--- src/rtl/rhcs_pkg.sv ---
package rhcs_pkg;

    // Register indexes on the configuration port
    typedef enum logic [1:0] {
        CFG_POLL_PERIOD = 2'd0,
        CFG_NEAR_WINDOW = 2'd1,
        CFG_FAR_WINDOW  = 2'd2
    } rhcs_cfg_e;

    // Command codes of an input item
    typedef enum logic {
        CMD_TICK = 1'b0,
        CMD_LOAD = 1'b1
    } rhcs_cmd_e;

    localparam int CHAN_W  = 7;
    localparam int TIMER_W = 8;
    localparam int TIDX_W  = 4;

    localparam logic [TIMER_W-1:0] TIMER_MAX       = 8'd255;
    localparam logic [TIMER_W-1:0] POLL_PERIOD_RST = 8'd5;
    localparam logic [TIMER_W-1:0] NEAR_WINDOW_RST = 8'd50;
    localparam logic [TIMER_W-1:0] FAR_WINDOW_RST  = 8'd100;

    localparam logic [CHAN_W-1:0] CHAN_RST      = 7'd46;
    localparam logic [CHAN_W-1:0] NEXT_RST      = 7'd70;
    localparam logic [CHAN_W-1:0] NEXT_NEXT_RST = 7'd62;

    // Hop table contents after reset repeat this four-entry pattern
    localparam logic [CHAN_W-1:0] HOP_PATTERN [4] = '{7'd46, 7'd70, 7'd62, 7'd54};

    typedef struct packed {
        logic                command;
        logic                rx_data_ready;
        logic                clear_ready;
        logic [TIDX_W-1:0]   table_index;
        logic [CHAN_W-1:0]   table_value;
    } rhcs_item_t;

    typedef struct packed {
        logic [CHAN_W-1:0]   channel;
        logic                channel_written;
        logic                payload_fetch;
        logic                rx_ready;
        logic                poll_done;
    } rhcs_result_t;

    typedef struct packed {
        logic [TIMER_W-1:0]  poll_period;
        logic [TIMER_W-1:0]  near_window;
        logic [TIMER_W-1:0]  far_window;
    } rhcs_cfg_t;

    // Table entry at an address that has not been loaded since reset
    function automatic logic [CHAN_W-1:0] reset_channel(input logic [1:0] slot);
        return HOP_PATTERN[slot];
    endfunction

endpackage

--- src/rtl/rhcs_table_ram.sv ---
module rhcs_table_ram #(
    parameter int DEPTH       = 16,
    parameter int RESET_SLOT  = 0
) (
    input  logic                                clk,
    input  logic                                rst_n,
    input  logic                                wr_en,
    input  logic [$clog2(DEPTH)-1:0]            wr_addr,
    input  logic [rhcs_pkg::CHAN_W-1:0]         wr_data,
    input  logic [$clog2(DEPTH)-1:0]            rd_addr,
    output logic [rhcs_pkg::CHAN_W-1:0]         rd_data
);
    import rhcs_pkg::*;

    localparam int RESET_ADDR = RESET_SLOT % DEPTH;
    localparam logic [1:0] RESET_PAT = 2'(RESET_ADDR % 4);

    logic [CHAN_W-1:0] mem [DEPTH];
    logic [DEPTH-1:0]  loaded_reg;
    logic [DEPTH-1:0]  loaded_next;
    logic [CHAN_W-1:0] rd_data_reg;

    // Mark entries that have been loaded since reset
    always_comb
    begin
        loaded_next = loaded_reg;
        if (wr_en)
        begin
            loaded_next[wr_addr] = 1'b1;
        end
    end

    always_ff @(posedge clk or negedge rst_n)
    begin
        if (!rst_n)
        begin
            loaded_reg <= '0;
        end
        else
        begin
            loaded_reg <= loaded_next;
        end
    end

    // Write port
    always_ff @(posedge clk)
    begin
        if (wr_en)
        begin
            mem[wr_addr] <= wr_data;
        end
    end

    // Registered read; a write to the same address in the same cycle is forwarded
    always_ff @(posedge clk or negedge rst_n)
    begin
        if (!rst_n)
        begin
            rd_data_reg <= reset_channel(RESET_PAT);
        end
        else if (wr_en && (wr_addr == rd_addr))
        begin
            rd_data_reg <= wr_data;
        end
        else if (loaded_reg[rd_addr])
        begin
            rd_data_reg <= mem[rd_addr];
        end
        else
        begin
            rd_data_reg <= reset_channel(rd_addr[1:0]);
        end
    end

    assign rd_data = rd_data_reg;

endmodule

--- src/rtl/rhcs_step_core.sv ---
module rhcs_step_core #(
    parameter int CHANNEL_COUNT = 16
) (
    input  logic                    clk,
    input  logic                    rst_n,
    input  logic                    exec,
    input  rhcs_pkg::rhcs_item_t    item,
    input  rhcs_pkg::rhcs_cfg_t     cfg,
    output rhcs_pkg::rhcs_result_t  result
);
    import rhcs_pkg::*;

    localparam int AW = $clog2(CHANNEL_COUNT);
    localparam logic [AW:0] COUNT_W = (AW+1)'(CHANNEL_COUNT);
    localparam logic [6:0]  COUNT_IDX = 7'(CHANNEL_COUNT);

    function automatic logic [AW-1:0] wrap_next(input logic [AW-1:0] p);
        logic [AW:0] n;
        n = {1'b0, p} + 1'b1;
        return (n >= COUNT_W) ? '0 : n[AW-1:0];
    endfunction

    logic [TIMER_W-1:0] poll_timer_reg,  poll_timer_next;
    logic [TIMER_W-1:0] hop_timer_reg,   hop_timer_next;
    logic               ready_flag_reg,  ready_flag_next;
    logic               alt_flag_reg,    alt_flag_next;
    logic [CHAN_W-1:0]  cur_chan_reg,    cur_chan_next;
    logic [AW-1:0]      hop_pos_reg,     hop_pos_next;
    logic [CHAN_W-1:0]  eff_chan_reg,    eff_chan_next;
    logic [CHAN_W-1:0]  next_chan_reg,   next_chan_next;
    logic [CHAN_W-1:0]  nn_chan_reg,     nn_chan_next;

    logic [TIMER_W-1:0] poll_inc;
    logic [TIMER_W-1:0] hop_inc;
    logic [6:0]         tidx_w;
    logic               wr_en;
    logic [AW-1:0]      wr_addr;
    logic               written;
    logic               fetch;
    logic               polled;

    logic [AW-1:0]      rd_addr [3];
    logic [CHAN_W-1:0]  tab     [3];

    // Table copies, one per read offset from the hop position
    for (genvar k = 0; k < 3; k++)
    begin : g_tab
        rhcs_table_ram #(
            .DEPTH      (CHANNEL_COUNT),
            .RESET_SLOT (k)
        ) u_ram (
            .clk     (clk),
            .rst_n   (rst_n),
            .wr_en   (wr_en),
            .wr_addr (wr_addr),
            .wr_data (item.table_value),
            .rd_addr (rd_addr[k]),
            .rd_data (tab[k])
        );
    end

    // Read ahead at the position the next item will see
    always_comb
    begin
        rd_addr[0] = hop_pos_next;
        rd_addr[1] = wrap_next(rd_addr[0]);
        rd_addr[2] = wrap_next(rd_addr[1]);
    end

    assign poll_inc = (poll_timer_reg == TIMER_MAX) ? poll_timer_reg : poll_timer_reg + 1'b1;
    assign hop_inc  = (hop_timer_reg == TIMER_MAX) ? hop_timer_reg : hop_timer_reg + 1'b1;
    assign tidx_w   = {3'b000, item.table_index};
    assign wr_addr  = tidx_w[AW-1:0];

    // Step one item: load a table entry or run one tick
    always_comb
    begin
        poll_timer_next = poll_timer_reg;
        hop_timer_next  = hop_timer_reg;
        ready_flag_next = ready_flag_reg;
        alt_flag_next   = alt_flag_reg;
        cur_chan_next   = cur_chan_reg;
        hop_pos_next    = hop_pos_reg;
        eff_chan_next   = eff_chan_reg;
        next_chan_next  = next_chan_reg;
        nn_chan_next    = nn_chan_reg;
        wr_en           = 1'b0;
        written         = 1'b0;
        fetch           = 1'b0;
        polled          = 1'b0;

        if (exec)
        begin
            if (item.clear_ready)
            begin
                ready_flag_next = 1'b0;
            end

            if (item.command == CMD_LOAD)
            begin
                wr_en = (tidx_w < COUNT_IDX);
            end
            else
            begin
                poll_timer_next = poll_inc;
                hop_timer_next  = hop_inc;

                if (poll_inc >= cfg.poll_period)
                begin
                    poll_timer_next = '0;
                    polled          = 1'b1;

                    // Packet found: resync the table position to the channel
                    if (item.rx_data_ready)
                    begin
                        fetch           = 1'b1;
                        ready_flag_next = 1'b1;
                        hop_timer_next  = '0;
                        alt_flag_next   = 1'b0;
                        if (cur_chan_reg != tab[0])
                        begin
                            if (cur_chan_reg == next_chan_reg)
                            begin
                                hop_pos_next = wrap_next(hop_pos_reg);
                            end
                            else if (cur_chan_reg == nn_chan_reg)
                            begin
                                hop_pos_next = wrap_next(wrap_next(hop_pos_reg));
                            end
                        end
                        eff_chan_next = cur_chan_reg;
                    end

                    // No packet pending: pick the next channel
                    if (!ready_flag_next)
                    begin
                        next_chan_next = tab[1];
                        nn_chan_next   = tab[2];
                        if (hop_inc < cfg.near_window)
                        begin
                            cur_chan_next = alt_flag_reg ? tab[1] : eff_chan_reg;
                        end
                        else if (hop_inc < cfg.far_window)
                        begin
                            cur_chan_next = alt_flag_reg ? tab[2] : tab[1];
                        end
                        else
                        begin
                            hop_timer_next = cfg.far_window;
                            hop_pos_next   = wrap_next(hop_pos_reg);
                            cur_chan_next  = tab[1];
                        end
                        alt_flag_next = !alt_flag_reg;
                        written       = 1'b1;
                    end
                end
            end
        end
    end

    always_ff @(posedge clk or negedge rst_n)
    begin
        if (!rst_n)
        begin
            poll_timer_reg <= '0;
            hop_timer_reg  <= '0;
            ready_flag_reg <= 1'b0;
            alt_flag_reg   <= 1'b0;
            cur_chan_reg   <= CHAN_RST;
            hop_pos_reg    <= '0;
            eff_chan_reg   <= CHAN_RST;
            next_chan_reg  <= NEXT_RST;
            nn_chan_reg    <= NEXT_NEXT_RST;
        end
        else
        begin
            poll_timer_reg <= poll_timer_next;
            hop_timer_reg  <= hop_timer_next;
            ready_flag_reg <= ready_flag_next;
            alt_flag_reg   <= alt_flag_next;
            cur_chan_reg   <= cur_chan_next;
            hop_pos_reg    <= hop_pos_next;
            eff_chan_reg   <= eff_chan_next;
            next_chan_reg  <= next_chan_next;
            nn_chan_reg    <= nn_chan_next;
        end
    end

    // Result of this step
    always_comb
    begin
        result.channel         = cur_chan_next;
        result.channel_written = written;
        result.payload_fetch   = fetch;
        result.rx_ready        = ready_flag_next;
        result.poll_done       = polled;
    end

endmodule

--- src/rtl/rx_hop_channel_sequencer.sv ---
// Receiver hop sequencer: one result per accepted item (tick or table load). An item
// passes an input register, is stepped against the timers, flags and channel registers,
// and lands in a result register, so with out_ready held high a new item is taken
// every cycle. The hop table is kept in three register-file copies, each read at one
// offset from the position the next item will see, so a table load is visible to the
// very next item.
// Configuration writes are taken at any time on the cfg port (cfg_ready is always high)
// and should be made while no item is in flight.
module rx_hop_channel_sequencer #(
    parameter int CHANNEL_COUNT = 16
) (
    input  logic                              clk,
    input  logic                              rst_n,
    input  logic                              in_valid,
    output logic                              in_ready,
    input  logic                              command,
    input  logic                              rx_data_ready,
    input  logic                              clear_ready,
    input  logic [rhcs_pkg::TIDX_W-1:0]       table_index,
    input  logic [rhcs_pkg::CHAN_W-1:0]       table_value,
    output logic                              out_valid,
    input  logic                              out_ready,
    output logic [rhcs_pkg::CHAN_W-1:0]       channel,
    output logic                              channel_written,
    output logic                              payload_fetch,
    output logic                              rx_ready,
    output logic                              poll_done,
    input  logic                              cfg_valid,
    output logic                              cfg_ready,
    input  logic [1:0]                        cfg_index,
    input  logic [rhcs_pkg::TIMER_W-1:0]      cfg_data
);
    import rhcs_pkg::*;

    rhcs_item_t   in_reg;
    logic         in_valid_reg,  in_valid_next;
    rhcs_result_t out_reg;
    logic         out_valid_reg, out_valid_next;
    rhcs_cfg_t    cfg_reg,       cfg_next;
    rhcs_result_t step_result;
    logic         exec_fire;
    logic         in_xfer;

    assign exec_fire = in_valid_reg && (!out_valid_reg || out_ready);
    assign in_ready  = !in_valid_reg || exec_fire;
    assign in_xfer   = in_valid && in_ready;
    assign cfg_ready = 1'b1;

    // Configuration registers
    always_comb
    begin
        cfg_next = cfg_reg;
        if (cfg_valid)
        begin
            case (cfg_index)
                CFG_POLL_PERIOD: cfg_next.poll_period = cfg_data;
                CFG_NEAR_WINDOW: cfg_next.near_window = cfg_data;
                CFG_FAR_WINDOW:  cfg_next.far_window  = cfg_data;
                default:         cfg_next = cfg_reg;
            endcase
        end
    end

    always_ff @(posedge clk or negedge rst_n)
    begin
        if (!rst_n)
        begin
            cfg_reg.poll_period <= POLL_PERIOD_RST;
            cfg_reg.near_window <= NEAR_WINDOW_RST;
            cfg_reg.far_window  <= FAR_WINDOW_RST;
        end
        else
        begin
            cfg_reg <= cfg_next;
        end
    end

    // Input register: hold the item until the step stage takes it
    assign in_valid_next = in_xfer ? 1'b1 : (exec_fire ? 1'b0 : in_valid_reg);

    always_ff @(posedge clk or negedge rst_n)
    begin
        if (!rst_n)
        begin
            in_valid_reg <= 1'b0;
        end
        else
        begin
            in_valid_reg <= in_valid_next;
        end
    end

    always_ff @(posedge clk)
    begin
        if (in_xfer)
        begin
            in_reg.command       <= command;
            in_reg.rx_data_ready <= rx_data_ready;
            in_reg.clear_ready   <= clear_ready;
            in_reg.table_index   <= table_index;
            in_reg.table_value   <= table_value;
        end
    end

    rhcs_step_core #(
        .CHANNEL_COUNT (CHANNEL_COUNT)
    ) u_core (
        .clk    (clk),
        .rst_n  (rst_n),
        .exec   (exec_fire),
        .item   (in_reg),
        .cfg    (cfg_reg),
        .result (step_result)
    );

    // Result register: hold until the transfer on the output side
    assign out_valid_next = exec_fire ? 1'b1 : (out_ready ? 1'b0 : out_valid_reg);

    always_ff @(posedge clk or negedge rst_n)
    begin
        if (!rst_n)
        begin
            out_valid_reg <= 1'b0;
        end
        else
        begin
            out_valid_reg <= out_valid_next;
        end
    end

    always_ff @(posedge clk)
    begin
        if (exec_fire)
        begin
            out_reg <= step_result;
        end
    end

    assign out_valid       = out_valid_reg;
    assign channel         = out_reg.channel;
    assign channel_written = out_reg.channel_written;
    assign payload_fetch   = out_reg.payload_fetch;
    assign rx_ready        = out_reg.rx_ready;
    assign poll_done       = out_reg.poll_done;

endmodule

--- config.mk ---
export PLATFORM = sky130hd
export DESIGN_NAME = rx_hop_channel_sequencer
export DESIGN_NICKNAME = d
export VERILOG_FILES = /design/src/rtl/rhcs_pkg.sv /design/src/rtl/rhcs_table_ram.sv /design/src/rtl/rhcs_step_core.sv /design/src/rtl/rx_hop_channel_sequencer.sv
export SDC_FILE = /design/constraint.sdc
export NUM_CORES = 1
export LEC_CHECK = 0
export BUFFER_PORTS_ARGS = -buffer_cell sky130_fd_sc_hd__buf_4
export CAP_MARGIN = 20
export CELL_PAD_IN_SITES_DETAIL_PLACEMENT = 1
export CELL_PAD_IN_SITES_GLOBAL_PLACEMENT = 2
export CORE_MARGIN = 2
export CORE_UTILIZATION = 38
export CTS_CLUSTER_SIZE = 28
export DETAILED_ROUTE_END_ITERATION = 10
export PLACE_DENSITY = 0.85
export SLEW_MARGIN = 20
export SYNTH_ARGS = -nofsm -noshare
export SYNTH_HDL_FRONTEND = slang
export SYNTH_SLANG_ARGS = --single-unit
--- constraint.sdc ---
create_clock -name clk -period 6.35 [get_ports clk]
set_clock_uncertainty 0.15 [all_clocks]
set_input_delay 0.635 -clock clk [delete_from_list [all_inputs] [get_ports clk]]
set_output_delay 0.635 -clock clk [all_outputs]
set_load 0.01 [all_outputs]
== Yosys cells after proc, flatten, opt, wreduce, memory -nomap -nowiden ==
Memories as Yosys holds them, arrays and structs flattened.
Index checks and enable logic that the tools add are counted.

* Output and inout port bits: 14
* Memories kept: 3
* Register bits: 170
* Logic and storage cells: 171
* RAM bits: 336
* Input bits: 29

{| class="wikitable"
|+ Memories
! name !! words !! width !! read ports !! clocked after memory_dff !! wr ports !! line !! source
|-
| u_core.g_tab[0].u_ram.mem || 16 || 7 || 1 || 0 || 1 || rhcs_table_ram.sv:18 || <nowiki>logic [CHAN_W-1:0] mem [DEPTH];</nowiki>
|-
| u_core.g_tab[1].u_ram.mem || 16 || 7 || 1 || 0 || 1 || rhcs_table_ram.sv:18 ||
|-
| u_core.g_tab[2].u_ram.mem || 16 || 7 || 1 || 0 || 1 || rhcs_table_ram.sv:18 ||
|}

* $add $sub $neg: 6
* Bitwise logic cells: 9
* Reduce and logical (&&, ||, !) cells: 22
* $lt $le $gt $ge: 16
* Mux-type cells: 74
* Equality and inequality tests: 11

{| class="wikitable"
|+ Operators by type and width
! kind !! number
|-
| 2-to-1 mux 7 bit || 20
|-
| 2-to-1 mux 8 bit || 8
|-
| 2-to-1 mux 4 bit || 14
|-
| bitwise OR 16 bit || 3
|-
| binary-select mux 7 bit (select 2 bit) || 3
|-
| < comparator 4 x 5 -> 1 bit (second input constant) || 5
|-
| 2-to-1 mux 1 bit || 25
|-
| adder 4 x 1 -> 5 bit (second input constant) || 4
|-
| greater-or-equal comparator 5 bit (second input constant) || 4
|-
| adder 8 x 1 -> 8 bit (second input constant) || 2
|-
| == test 8 bit (second input constant) || 2
|-
| < comparator 8 bit || 2
|-
| == test 7 bit || 2
|-
| binary-select mux 1 bit (select 4 bit) || 3
|-
| == test 4 bit || 3
|-
| AND reduction 4 bit || 3
|-
| greater-or-equal comparator 3 bit (second input constant) || 3
|-
| inverter 2 -> 3 bit || 3
|-
| greater-or-equal comparator 8 bit || 1
|-
| AND reduction 2 bit || 4
|-
| != test 7 bit || 1
|-
| logical AND 1 bit || 6
|-
| demux 1 bit (select 4 bit) || 1
|-
| greater-or-equal comparator 4 x 1 -> 1 bit (second input constant) || 1
|-
| other kinds (9) || 15
|}

== Logic depth before layout (Yosys ltp) ==
Gate-level depths: netlist of run 1.

* Depth in word-level cells: 28
* Gate-level depth with buffers: 31
* Depth with buffers taken out: 26

== Hierarchy ==
From an unflattened synthesis of run 1, not the netlist that was laid out.

* Cells, all modules: 1393
* Area total of the unflattened synthesis: 22026.1 um^2

{| class="wikitable"
|+ By module, submodules not included
! module !! area each (um^2) !! seq. area each (um^2) !! instances !! cells each
|-
| rhcs_table_ram at u_core.g_tab[2].u_ram || 5446.5 || 3945.0 || 1 || 280
|-
| rhcs_table_ram at u_core.g_tab[0].u_ram || 5431.5 || 3943.8 || 1 || 280
|-
| rhcs_table_ram at u_core.g_tab[1].u_ram || 5392.7 || 3942.5 || 1 || 268
|-
| rhcs_step_core || 3982.6 || 1271.2 || 1 || 479
|-
| rx_hop_channel_sequencer || 1773.0 || 1411.4 || 1 || 86
|}

== Worst setup path before layout of run 1 ==
No wires, ideal clock.

* Path kind: register -> register
* Start: register u_core.hop_timer_reg[0]
* End: register u_core.g_tab[1].u_ram.rd_data_reg[6]
* Slack: -530 ps
* Arrival: 6645 ps
* Period minus slack after synthesis: 6880 ps
* Stages on the path, launching flop included: 30
* Required time: 6115 ps
* Cell sequence: dfrtp_1 ha_1 and3_1 and2_4 nor2_1 nand3_1 xnor2_1 ha_1 a21o_1 a21o_1 a211oi_1 a22oi_4 a221o_1 nand3_2 buf_2 buf_2 clkbuf_1 buf_1 inv_1 ha_1 nand2_1 nor2_1 a31oi_1 a21boi_2 mux4_2 a21oi_1 a2bb2oi_1 mux2i_1 or3b_2 o221ai_1

* Longest elaborated chain between the ends: 18

{| class="wikitable"
|+ Ends and longest elaborated chain
! what !! line !! source
|-
| start, declared || rhcs_step_core.sv:24 || <nowiki>logic [TIMER_W-1:0] hop_timer_reg, hop_timer_next;</nowiki>
|-
| start signal, assigned || rhcs_step_core.sv:178 || <nowiki>hop_timer_reg <= hop_timer_next;</nowiki>
|-
| adder 8 x 1 -> 8 bit or == test 8 bit (tied branches) || rhcs_step_core.sv:71 || <nowiki>assign hop_inc = (hop_timer_reg == TIMER_MAX) ? hop_timer_reg : hop_timer_reg + 1'b1;</nowiki>
|-
| 2-to-1 mux 8 bit * || rhcs_step_core.sv:71 ||
|-
| < comparator 8 bit || rhcs_step_core.sv:143 || <nowiki>else if (hop_inc < cfg.far_window)</nowiki>
|-
| 2-to-1 mux 4 bit || rhcs_step_core.sv:143 ||
|-
| 2-to-1 mux 4 bit * || rhcs_step_core.sv:139 || <nowiki>if (hop_inc < cfg.near_window)</nowiki>
|-
| 2-to-1 mux 4 bit * || rhcs_step_core.sv:135 || <nowiki>if (!ready_flag_next)</nowiki>
|-
| 2-to-1 mux 4 bit * || rhcs_step_core.sv:108 || <nowiki>if (poll_inc >= cfg.poll_period)</nowiki>
|-
| 2-to-1 mux 4 bit * || rhcs_step_core.sv:99 || <nowiki>if (item.command == CMD_LOAD)</nowiki>
|-
| 2-to-1 mux 4 bit * || rhcs_step_core.sv:92 || <nowiki>if (exec)</nowiki>
|-
| adder 4 x 1 -> 5 bit * || rhcs_step_core.sv:19 || <nowiki>n = {1'b0, p} + 1'b1;</nowiki>
|-
| greater-or-equal comparator 5 bit || rhcs_step_core.sv:20 || <nowiki>return (n >= COUNT_W) ? '0 : n[AW-1:0];</nowiki>
|-
| 2-to-1 mux 4 bit * || rhcs_step_core.sv:20 ||
|-
| parallel branches: the longest is 5 deep, another holds 2-to-1 mux 7 bit || n/a ||
|-
| 2-to-1 mux 7 bit * || rhcs_table_ram.sv:61 || <nowiki>else if (wr_en && (wr_addr == rd_addr))</nowiki>
|-
| end signal, assigned || rhcs_table_ram.sv:59 || <nowiki>rd_data_reg <= reset_channel(RESET_PAT);</nowiki>
|-
| end signal, assigned || rhcs_table_ram.sv:63 || <nowiki>rd_data_reg <= wr_data;</nowiki>
|-
| end signal, assigned || rhcs_table_ram.sv:67 || <nowiki>rd_data_reg <= mem[rd_addr];</nowiki>
|-
| end, declared || rhcs_table_ram.sv:21 || <nowiki>logic [CHAN_W-1:0] rd_data_reg;</nowiki>
|}

Mark *: on every way between the ends. The select of a mux whose other input is x is not followed.
A chain may end at the register's enable or synchronous reset.

== Worst setup path after layout of run 1 ==
* Start: register u_core.hop_timer_reg[1]
* End: register u_core.g_tab[1].u_ram.rd_data_reg[2]

Same word-level chain as after synthesis.

==> out/metrics.cfg, run 1 <==
[cells_and_area]
antenna_cells=0
utilization_pct=44.29
drive_gt1_share_pct=21.59
fin_nets=1650
largest_register_ffs=112
syn2layout_area_growth_pct=15.58
fin_cells=2144
fin_area_um2=17960
fill_cells=4473

[synthesis]
yosysTopAreaCell=edfxtp_1
yosys.cell_count.top_type=nand2_1
netlist_instances=1519
ys.flop_type=edfxtp_1
synth-async-reset-ratio_pct=51.42
synth_commonest_cells=nand2_1, edfxtp_1, dfrtp_1
ys_ff_latch=282
synth_top_area_share_pct=26.47
synth_area_um2=15540
yosysWarnings=0
synth.lib_cells_used.distinct=100
synth_fp_nets=1581
yosysSeqAreaShare_pct=50.11
syn_area_per_cell_um2=10.23
synth_area_leaders=edfxtp_1, dfrtp_1, nand2_1, dfstp_2, mux2i_1
synth_edf_count=137

[global_route]
grt_pass1_vias=12880
track_usage_pct=24.73
overflow=0
antenna_found_initial=0
grt_pass1_wl_um=79710
grt_max_degree=91

[critical_path]
rrSetupSlack_ns=0.24
worstSetupEndpointType=register
worstPathArrival_ns=6.45
reg2reg_from=u_core.hop_timer_reg[1]
r2r-end=u_core.g_tab[1].u_ram.rd_data[2]
crit_fanout=15
r2r_cells=23
critPathLaunchType=register
crit_type=register to register
crit_required_ns=6.69

[power]
powerDensity_nw_per_um2=420.3
finalPower_mw=7.549
irDropWorstVdd_uv=217.9
p_leak_nw=7.175

[hold_path]
min_path_type=input port to asynchronous set/reset pin

[drt]
ant_nets=0
routed_via_density=5.946
vias=12750
drc=0
drt_iter0_markers=1106
dr.pass1.iters=5
routed_wl_um=52620
wl_per_cell_um=24.54

[sta]
tightest_slew_ns=0.9889
fmaxAchievable_mhz=163.6
final.period_utilization_pct=96.24
min_period_ns=6.112
slew_headroom_pct=33.91
final-setup-viol-count=0
fin_ws_ns=0.2385
drv_slew=0
hold_viol_final=21
tns_ns=0
whs_ns=-0.02141

[placed_design]
port_buffers=41
place_area_um2=16750
gp_congestion=0.9423
place_ws_ns=0.07207
dp_cells=2074
hpwlAfterDp_um=36160

[floorplan]
die_w_um=206.2
coreArea_um2=40550
dieArea_um2=42530
ios=43
fp.dieH_um=206.2
row_count=74
start_util_pct=38.32

[cts]
cts_root_buf=clkbuf_16
cts.clk_slew.worst_paths_ns=0.07
cts_tree=built
cts_made_buffers=30
worstSkewPairLatency_ns=0.58
cts_buffer_depth=3
postCtsHoldBufs=0
h-tree-depth=1
clock_sink_count=282

[status]
violations=hold timing
status=complete, but fails checks

[flow_run]
cap_violations=0

## what timing repair did
item                                    CTS  global route
endpoints found under the hold margin     0             0
endpoints found under the setup margin    0            19
setup buffers                             0            13
resized for setup                         0            18
## final cells by class
class	count	area, um2	share of cell area, %
clock buffer	46	873.3	4.862
clock inverter	10	120.1	0.6687
inverter	52	210.2	1.170
multi-input combinational	1100	7332	40.82
sequential	282	7787	43.35
tap	532	665.6	3.706
timing repair buffer	122	973.4	5.419
## critical path: stages, from the launching register on
cell and delay, ns:
dfrtp_1 0.41, ha_2 0.20, and3_2 0.24, and2_4 0.19, nor2_2 0.17, nand3_2 0.11, xnor2_2 0.24, ha_1 0.29
a21o_1 0.16, a21o_1 0.19, a211oi_4 0.31, a22oi_4 0.17, a221o_1 0.44, nand3_4 0.13, clkinvlp_4 0.13, ha_2 0.44
clkinvlp_4 0.28, buf_4 0.27, a21oi_2 0.15, buf_4 0.30, nand2_1 0.09, a311oi_1 0.35, o21ai_0 0.25, a41oi_1 0.36
## power breakdown
group | leakage, nW | total (mW) | switching, mW | internal (mW)
registers | 2.96 | 2.52 | 0.260 | 2.26
logic | 3.72 | 3.24 | 1.91 | 1.33
clock network | 0.488 | 1.79 | 0.733 | 1.06
total | 7.17 | 7.55 | 2.90 | 4.65
## metal layers
layer | vias to the layer above | share of wire, % | GRT usage, %
met4 | 0 | 3.2 | 8.214
met1 | 6472 | 43 | 32.93
met2 | 429 | 47 | 40.90
met3 | 120 | 6.9 | 4.147
li1 | 5727 | - | -
met5 | - | 0 | 0
## layout by cell type, fill, tap and decap left out, types with 8 or more instances in the layout
cell,n
nand2_1,264
edfxtp_1,137
buf_4,116
dfrtp_1,109
nor2_1,78
o21ai_0,68
nand3_1,64
a21oi_1,63
mux2i_1,51
inv_1,47
or2_2,41
mux2_2,38
dfstp_2,36
clkbuf_16,31
ha_1,30
xnor2_1,23
nor3_1,21
nand4_1,19
o221ai_1,18
xor2_1,17
a311oi_1,17
a31oi_1,17
nand2b_1,15
a221oi_1,15
and3_1,14
o22ai_1,14
a21o_1,11
o211ai_1,11
a22oi_1,11
a211oi_1,10
clkbuf_1,9
a21boi_0,8
## worst max-delay path by stage
stage                        startpoint                          endpoint  cells after the start
4_1_cts         u_core.hop_timer_reg[1]  u_core.g_tab[1].u_ram.rd_data[5]                     25
3_3_place_gp   u_core.poll_timer_reg[1]  u_core.g_tab[1].u_ram.rd_data[3]                     24
5_1_grt         u_core.hop_timer_reg[1]  u_core.g_tab[2].u_ram.rd_data[3]                     26
3_5_place_dp   u_core.poll_timer_reg[1]  u_core.g_tab[1].u_ram.rd_data[3]                     25
2_1_floorplan   u_core.hop_timer_reg[0]  u_core.g_tab[1].u_ram.rd_data[6]                     29
6_report        u_core.hop_timer_reg[1]  u_core.g_tab[1].u_ram.rd_data[2]                     23
## cell families (layout without fill, tap and decap cells)
logic type | count (synthesis) | count (layout) | synth area share, %
and+or+nand+nor | 566 | 566 | 16.89
AOI/OAI and AO/OA | 356 | 357 | 16.50
DFF | 282 | 282 | 50.11
buffers and inverters | 138 | 230 | 3.647
muxes | 99 | 99 | 7.358
xor gates and xnor gates | 44 | 44 | 2.810
adders and majority gates | 33 | 33 | 2.657
other | 1 | 1 | 0.02413
(Power assumes the default switching activity.)
==> run 2, diff against run 1 <==
--- a/config.mk
+++ b/config.mk
@@ -9,7 +9,7 @@
 export CAP_MARGIN = 20
 export CELL_PAD_IN_SITES_DETAIL_PLACEMENT = 1
 export CELL_PAD_IN_SITES_GLOBAL_PLACEMENT = 2
-export CORE_MARGIN = 2
+export CORE_MARGIN = 8
 export CORE_UTILIZATION = 38
 export CTS_CLUSTER_SIZE = 28
 export DETAILED_ROUTE_END_ITERATION = 10
==> out/metrics.cfg, run 2 (same netlist as run 1, synthesis figures left out) <==
[sta]
fmaxAchievable_mhz=164.8
hold_viol_final=0
rsz0062_at_grt=true
slew_headroom_pct=29.08
final-setup-viol-count=0
tightest_slew_ns=1.060
min_period_ns=6.067
drv_slew=0
final.period_utilization_pct=95.54
whs_ns=0.1288

[drt]
routed_wl_um=52530
ant_nets=0
vias=12830
drc=0
routed_via_density=5.986
dr.pass1.iters=5
drt_iter0_markers=1105
wl_per_cell_um=24.51

[global_route]
grt_pass1_vias=13190
track_usage_pct=21.77
grt_pass1_wl_um=80480
antenna_found_initial=0
overflow=0
grt_max_degree=107

[cells_and_area]
fin_cells=2143
layout_commonest_cell=nand2_1
largest_register_ffs=112
mostFrequentLayoutCells=nand2_1, edfxtp_1, dfrtp_1, buf_4, nor2_1
fill_cells=4530
syn2layout_area_growth_pct=15.84
antenna_cells=0
fin_nets=1647
drive_gt1_share_pct=21.35

[power]
powerDensity_nw_per_um2=420.2
swShare_pct=38.25
internal_power_mw=4.672
clkPwrFrac_pct=26.1
p_leak_nw=7.214
finalPower_mw=7.565
p_switching_mw=2.893
irDropWorstVdd_uv=206.6
seqPwrFrac_pct=33.3
combPwrFrac_pct=40.7

[critical_path]
crit_required_ns=6.66
crit_type=register to register
critPathLaunchType=register
crit_fanout=13
r2r_cells=22
worstPathArrival_ns=6.38
worstSetupEndpointType=register

[cts]
cts.clk_slew.worst_paths_ns=0.06
cts_made_buffers=35
cts_tree=built
clock_sink_count=282
worstSkewPairLatency_ns=0.53
cts_root_buf=clkbuf_16
cts_buffer_depth=3
h-tree-depth=2

[placed_design]
gp_congestion=0.8934
port_buffers=41
dp_cells=2072
hpwlAfterDp_um=36220

[floorplan]
ios=43
die_w_um=218.2
row_count=74
coreArea_um2=40650
start_util_pct=38.23
fp.dieH_um=218.2
dieArea_um2=47620

[flow_run]
cap_violations=0

[status]
status=finished clean

[hold_path]
hold_path_depth=1
min_path_type=input port to register

[run 2: cell types whose count changed in the layout (fill, tap and decap cells not counted), sizes merged]
cell,delta
buf,-8
clkbuf,+6
inv,+5
clkinvlp,-2
a22oi,-1
bufinv,-1
clkinv,-1
dlygate4sd3,+1
[run 2: power by group through the flow]
stage,sequential (mW),clock (mW),combinational [mW]
5_1_grt,2.55,2.07,3.30
6_report,2.52,1.97,3.08
4_1_cts,2.51,2.01,2.95
3_3_place_gp,2.53,0,2.85
3_5_place_dp,2.55,0,2.92
2_1_floorplan,2.44,0,2.00
[run 2: repair_timing]
action / CTS / global route
buffers inserted: 0 / 7
endpoints found under the hold margin: 14 / 0
gates resized for setup: 1 / 22
endpoints found under the setup margin: 2 / 14
hold buffers: 1 / 0
pin swaps: 0 / 2
[run 2: final cells by class]
type,instances,area [um2],share of cell area (%)
clock buffer,52,1010,5.609
clock inverter,11,116.4,0.6464
inverter,52,202.7,1.126
multi-input combinational,1099,7318,40.65
sequential,282,7787,43.26
tap,532,665.6,3.698
timing repair buffer,115,902.1,5.011
[run 2: metrics by stage]
| stage | TNS [ns] | instance area (um2) | util, % | worst slack (ns) |
|---|---|---|---|---|
| floorplan | 0 | 15570 | - | 0.01161 |
| global placement | 0 | 16710 | 41.12 | 0.2435 |
| detailed placement | -0.05366 | 16720 | 41.14 | -0.05366 |
| CTS | 0 | 17860 | 43.95 | 0.04946 |
| global route | -0.02566 | 18000 | 44.29 | -0.01219 |
| finish | 0 | 18000 | 44.29 | 0.2832 |
[run 2: worst max-delay path, stage by stage, from the launching register on]
cell and delay, ns:
dfrtp_1 0.41, ha_1 0.24, and3_1 0.23, and2_4 0.19, nor2_1 0.18, nand3_1 0.14
xnor2_2 0.23, ha_1 0.29, a21o_1 0.18, a21o_1 0.20, a211oi_4 0.30, a22oi_4 0.15
a221o_1 0.42, nand3_4 0.12, inv_1 0.07, ha_2 0.21, xnor3_1 0.50, buf_4 0.33
xor2_1 0.26, xor2_1 0.14, or4_1 0.50, o21ai_2 0.33, o22a_1 0.23
[run 2: worst paths after layout]
path	slack [ns]	to	from
worst min register to register	0.31	u_core.next_chan_reg[1]	u_core.next_chan_reg[1]
worst min-delay path	0.13	in_reg[8]	table_index[1]
min in group asynchronous	0.51	u_core.g_tab[0].u_ram.loaded_reg[3]	rst_n
worst max-delay path	0.28	u_core.g_tab[2].u_ram.rd_data[1]	u_core.hop_timer_reg[1]
max in group asynchronous	4.11	u_core.hop_timer_reg[5]	rst_n
worst max register to register	0.28	u_core.g_tab[2].u_ram.rd_data[1]	u_core.hop_timer_reg[1]
[run 2: layer usage]
metal	wire length, um	global-route usage (%)
met5	0	0
met4	2144	9.001
met3	4048	4.507
met2	24310	34.92
met1	22020	28.41
==> run 3, diff against run 2 <==
--- a/config.mk
+++ b/config.mk
@@ -5,12 +5,13 @@
 export SDC_FILE = /design/constraint.sdc
 export NUM_CORES = 1
 export LEC_CHECK = 0
+export ABC_AREA = 1
 export BUFFER_PORTS_ARGS = -buffer_cell sky130_fd_sc_hd__buf_4
 export CAP_MARGIN = 20
 export CELL_PAD_IN_SITES_DETAIL_PLACEMENT = 1
 export CELL_PAD_IN_SITES_GLOBAL_PLACEMENT = 2
 export CORE_MARGIN = 8
-export CORE_UTILIZATION = 38
+export CORE_UTILIZATION = 35
 export CTS_CLUSTER_SIZE = 28
 export DETAILED_ROUTE_END_ITERATION = 10
 export PLACE_DENSITY = 0.85
==> out/metrics.cfg, run 3 <==
[sta]
fmaxAchievable_mhz=169.3
final-setup-viol-count=0
final.period_utilization_pct=93.04
rsz0062_at_grt=false
tightest_slew_ns=0.9770
hold_viol_final=0
drv_slew=0
tns_ns=0
min_period_ns=5.908
slew_headroom_pct=34.86

[cts]
h-tree-depth=2
cts_tree=built
postCtsHoldBufs=0
cts_made_buffers=34
cts_root_buf=clkbuf_16
cts.clk_slew.worst_paths_ns=0.06
clock_sink_count=282
cts_buffer_depth=3
worstSkewPairLatency_ns=0.55

[synthesis]
synth_edf_count=137
synth.lib_cells_used.distinct=46
synth-async-reset-ratio_pct=51.42
yosysTopAreaCell=edfxtp_1
syn_area_per_cell_um2=7.990
yosysSeqAreaShare_pct=49.00
synth_commonest_cells=nand2_1, inv_1, nor2_1, o21ai_0, nand3_1
synth_area_um2=15890
synth_fp_nets=2051
netlist_instances=1989
synth_area_leaders=edfxtp_1, dfrtp_1, nand2_1, dfstp_2, o21ai_0
yosys.cell_count.top_type=nand2_1
ys_ff_latch=282
synth_top_area_share_pct=25.89
ys.flop_type=edfxtp_1
yosysWarnings=0

[critical_path]
crit_fanout=75
slowest_delay_ns=0.72
reg2reg_from=u_core.hop_timer_reg[0]
worstSetupEndpointType=register
crit_required_ns=6.67
cp_common_cell=nand2_1
critPathLaunchType=register
slowest_stage=buf_4
path_buf_inv=5
crit_cells=29
r2r_cells=29
cpLargestDelayFamily=simple AND/OR/NAND/NOR gates
crit_type=register to register
worstPathArrival_ns=6.22
crit_path_start=u_core.hop_timer_reg[0]

[power]
clkPwrFrac_pct=18.2
irDropWorstVdd_uv=283.8
p_leak_nw=8.038
internal_power_mw=5.174
combPwrFrac_pct=56.1
seqPwrFrac_pct=25.7
p_switching_mw=5.071
swShare_pct=49.50
powerDensity_nw_per_um2=575.1

[cells_and_area]
antenna_cells=0
fin_nets=2074
mostFrequentLayoutCells=nand2_1, inv_1, nor2_1, o21ai_0, nand3_1
largest_register_ffs=112
fin_area_um2=17810
layout_commonest_cell=nand2_1
drive_gt1_share_pct=11.35
syn2layout_area_growth_pct=12.08

[floorplan]
coreArea_um2=45090
start_util_pct=35.25
fp.dieH_um=229.1
die_w_um=229.1
row_count=78
ios=43
dieArea_um2=52480

[placed_design]
gp_congestion=0.8637
port_buffers=41
place_area_um2=16740
hpwlAfterDp_um=37750

[global_route]
grt_pass1_vias=14280
use_met1_pct=26.53
globalRouteMet3Util_pct=3.696
track_usage_pct=20.46
antenna_found_initial=0
grt_pass1_wl_um=84640
overflow=0
grt.busiest_layer=met2
grt_max_degree=96
grt_use_met2_pct=33.88

[flow_run]
cap_violations=0

[drt]
wl_per_cell_um=20.80
vias=13860
routed_via_density=5.259
routed_wl_um=54810
dr.pass1.iters=7
drt_iter0_markers=1066
ant_nets=0
drc=0

[status]
status=finished clean

[hold_path]
min_path_type=input port to asynchronous set/reset pin

==> run 3: repair_timing <==
item                       in CTS  in global routing
resized for setup               0                  3
setup buffers                   0                  2
setup endpoints to repair       0                 14
==> run 3: area by class of cell <==
cell class              count  area [um2]
flip-flops and latches    282        7787
fillers                  5451       27270
multi-input cells        1387        6787
repair buffers             72       556.8
clock inverters             7       40.04
inverters                 235       890.9
well taps                 600       750.7
clock buffers              52        1001
==> run 3: logic make-up after synthesis <==
family	count (synthesis)	synth area share [%]
AOI/OAI and AO/OA	329	11.41
xor gates and xnor gates	35	1.929
adders and majority gates	33	2.598
buffers and inverters	321	8.424
DFF	282	49.00
other	1	0.02360
and+or+nand+nor	988	26.62
==> run 3: final timing paths <==
kind                                                              to  slack, ns
worst max register to register      u_core.g_tab[1].u_ram.rd_data[4]       0.44
worst min-delay path             u_core.g_tab[0].u_ram.loaded_reg[6]       0.05
worst min register to register   u_core.g_tab[0].u_ram.loaded_reg[8]       0.30
worst max-delay path                u_core.g_tab[1].u_ram.rd_data[4]       0.44
min in group clk                                           in_reg[1]       0.12
max in group asynchronous       u_core.g_tab[0].u_ram.loaded_reg[11]       4.68
==> run 3: metrics by stage <==
step / utilization (%) / cells / setup slack [ns] / hold WS (ns) / power [mW]
after floorplan: - / 1989 / 1.345 / 0.1894 / 6.368
final: 39.51 / 2635 / 0.4418 / 0.05404 / 10.24
after global routing: 39.51 / 2635 / 0.03331 / 0.09242 / 10.91
after global placement: 37.14 / 2573 / 0.6768 / 0.2844 / 8.091
after detailed placement: 37.14 / 2573 / 0.4576 / 0.2887 / 8.247
after CTS: 39.45 / 2632 / 0.4257 / 0.08411 / 10.17
==> run 3: power by group through the flow <==
stage               registers, mW  logic (mW)  clock network [mW]
floorplan                    2.56        3.80                   0
global placement             2.64        5.45                   0
detailed placement           2.66        5.59                   0
CTS                          2.63        5.63                1.91
global route                 2.67        6.26                1.98
finish                       2.63        5.75                1.86
==> run 3: per-layer routing <==
metal	vias up	wire (um)
met3	103	3168
met1	6853	24170
met4	0	1742
li1	6533	-
met5	-	0
met2	368	25730
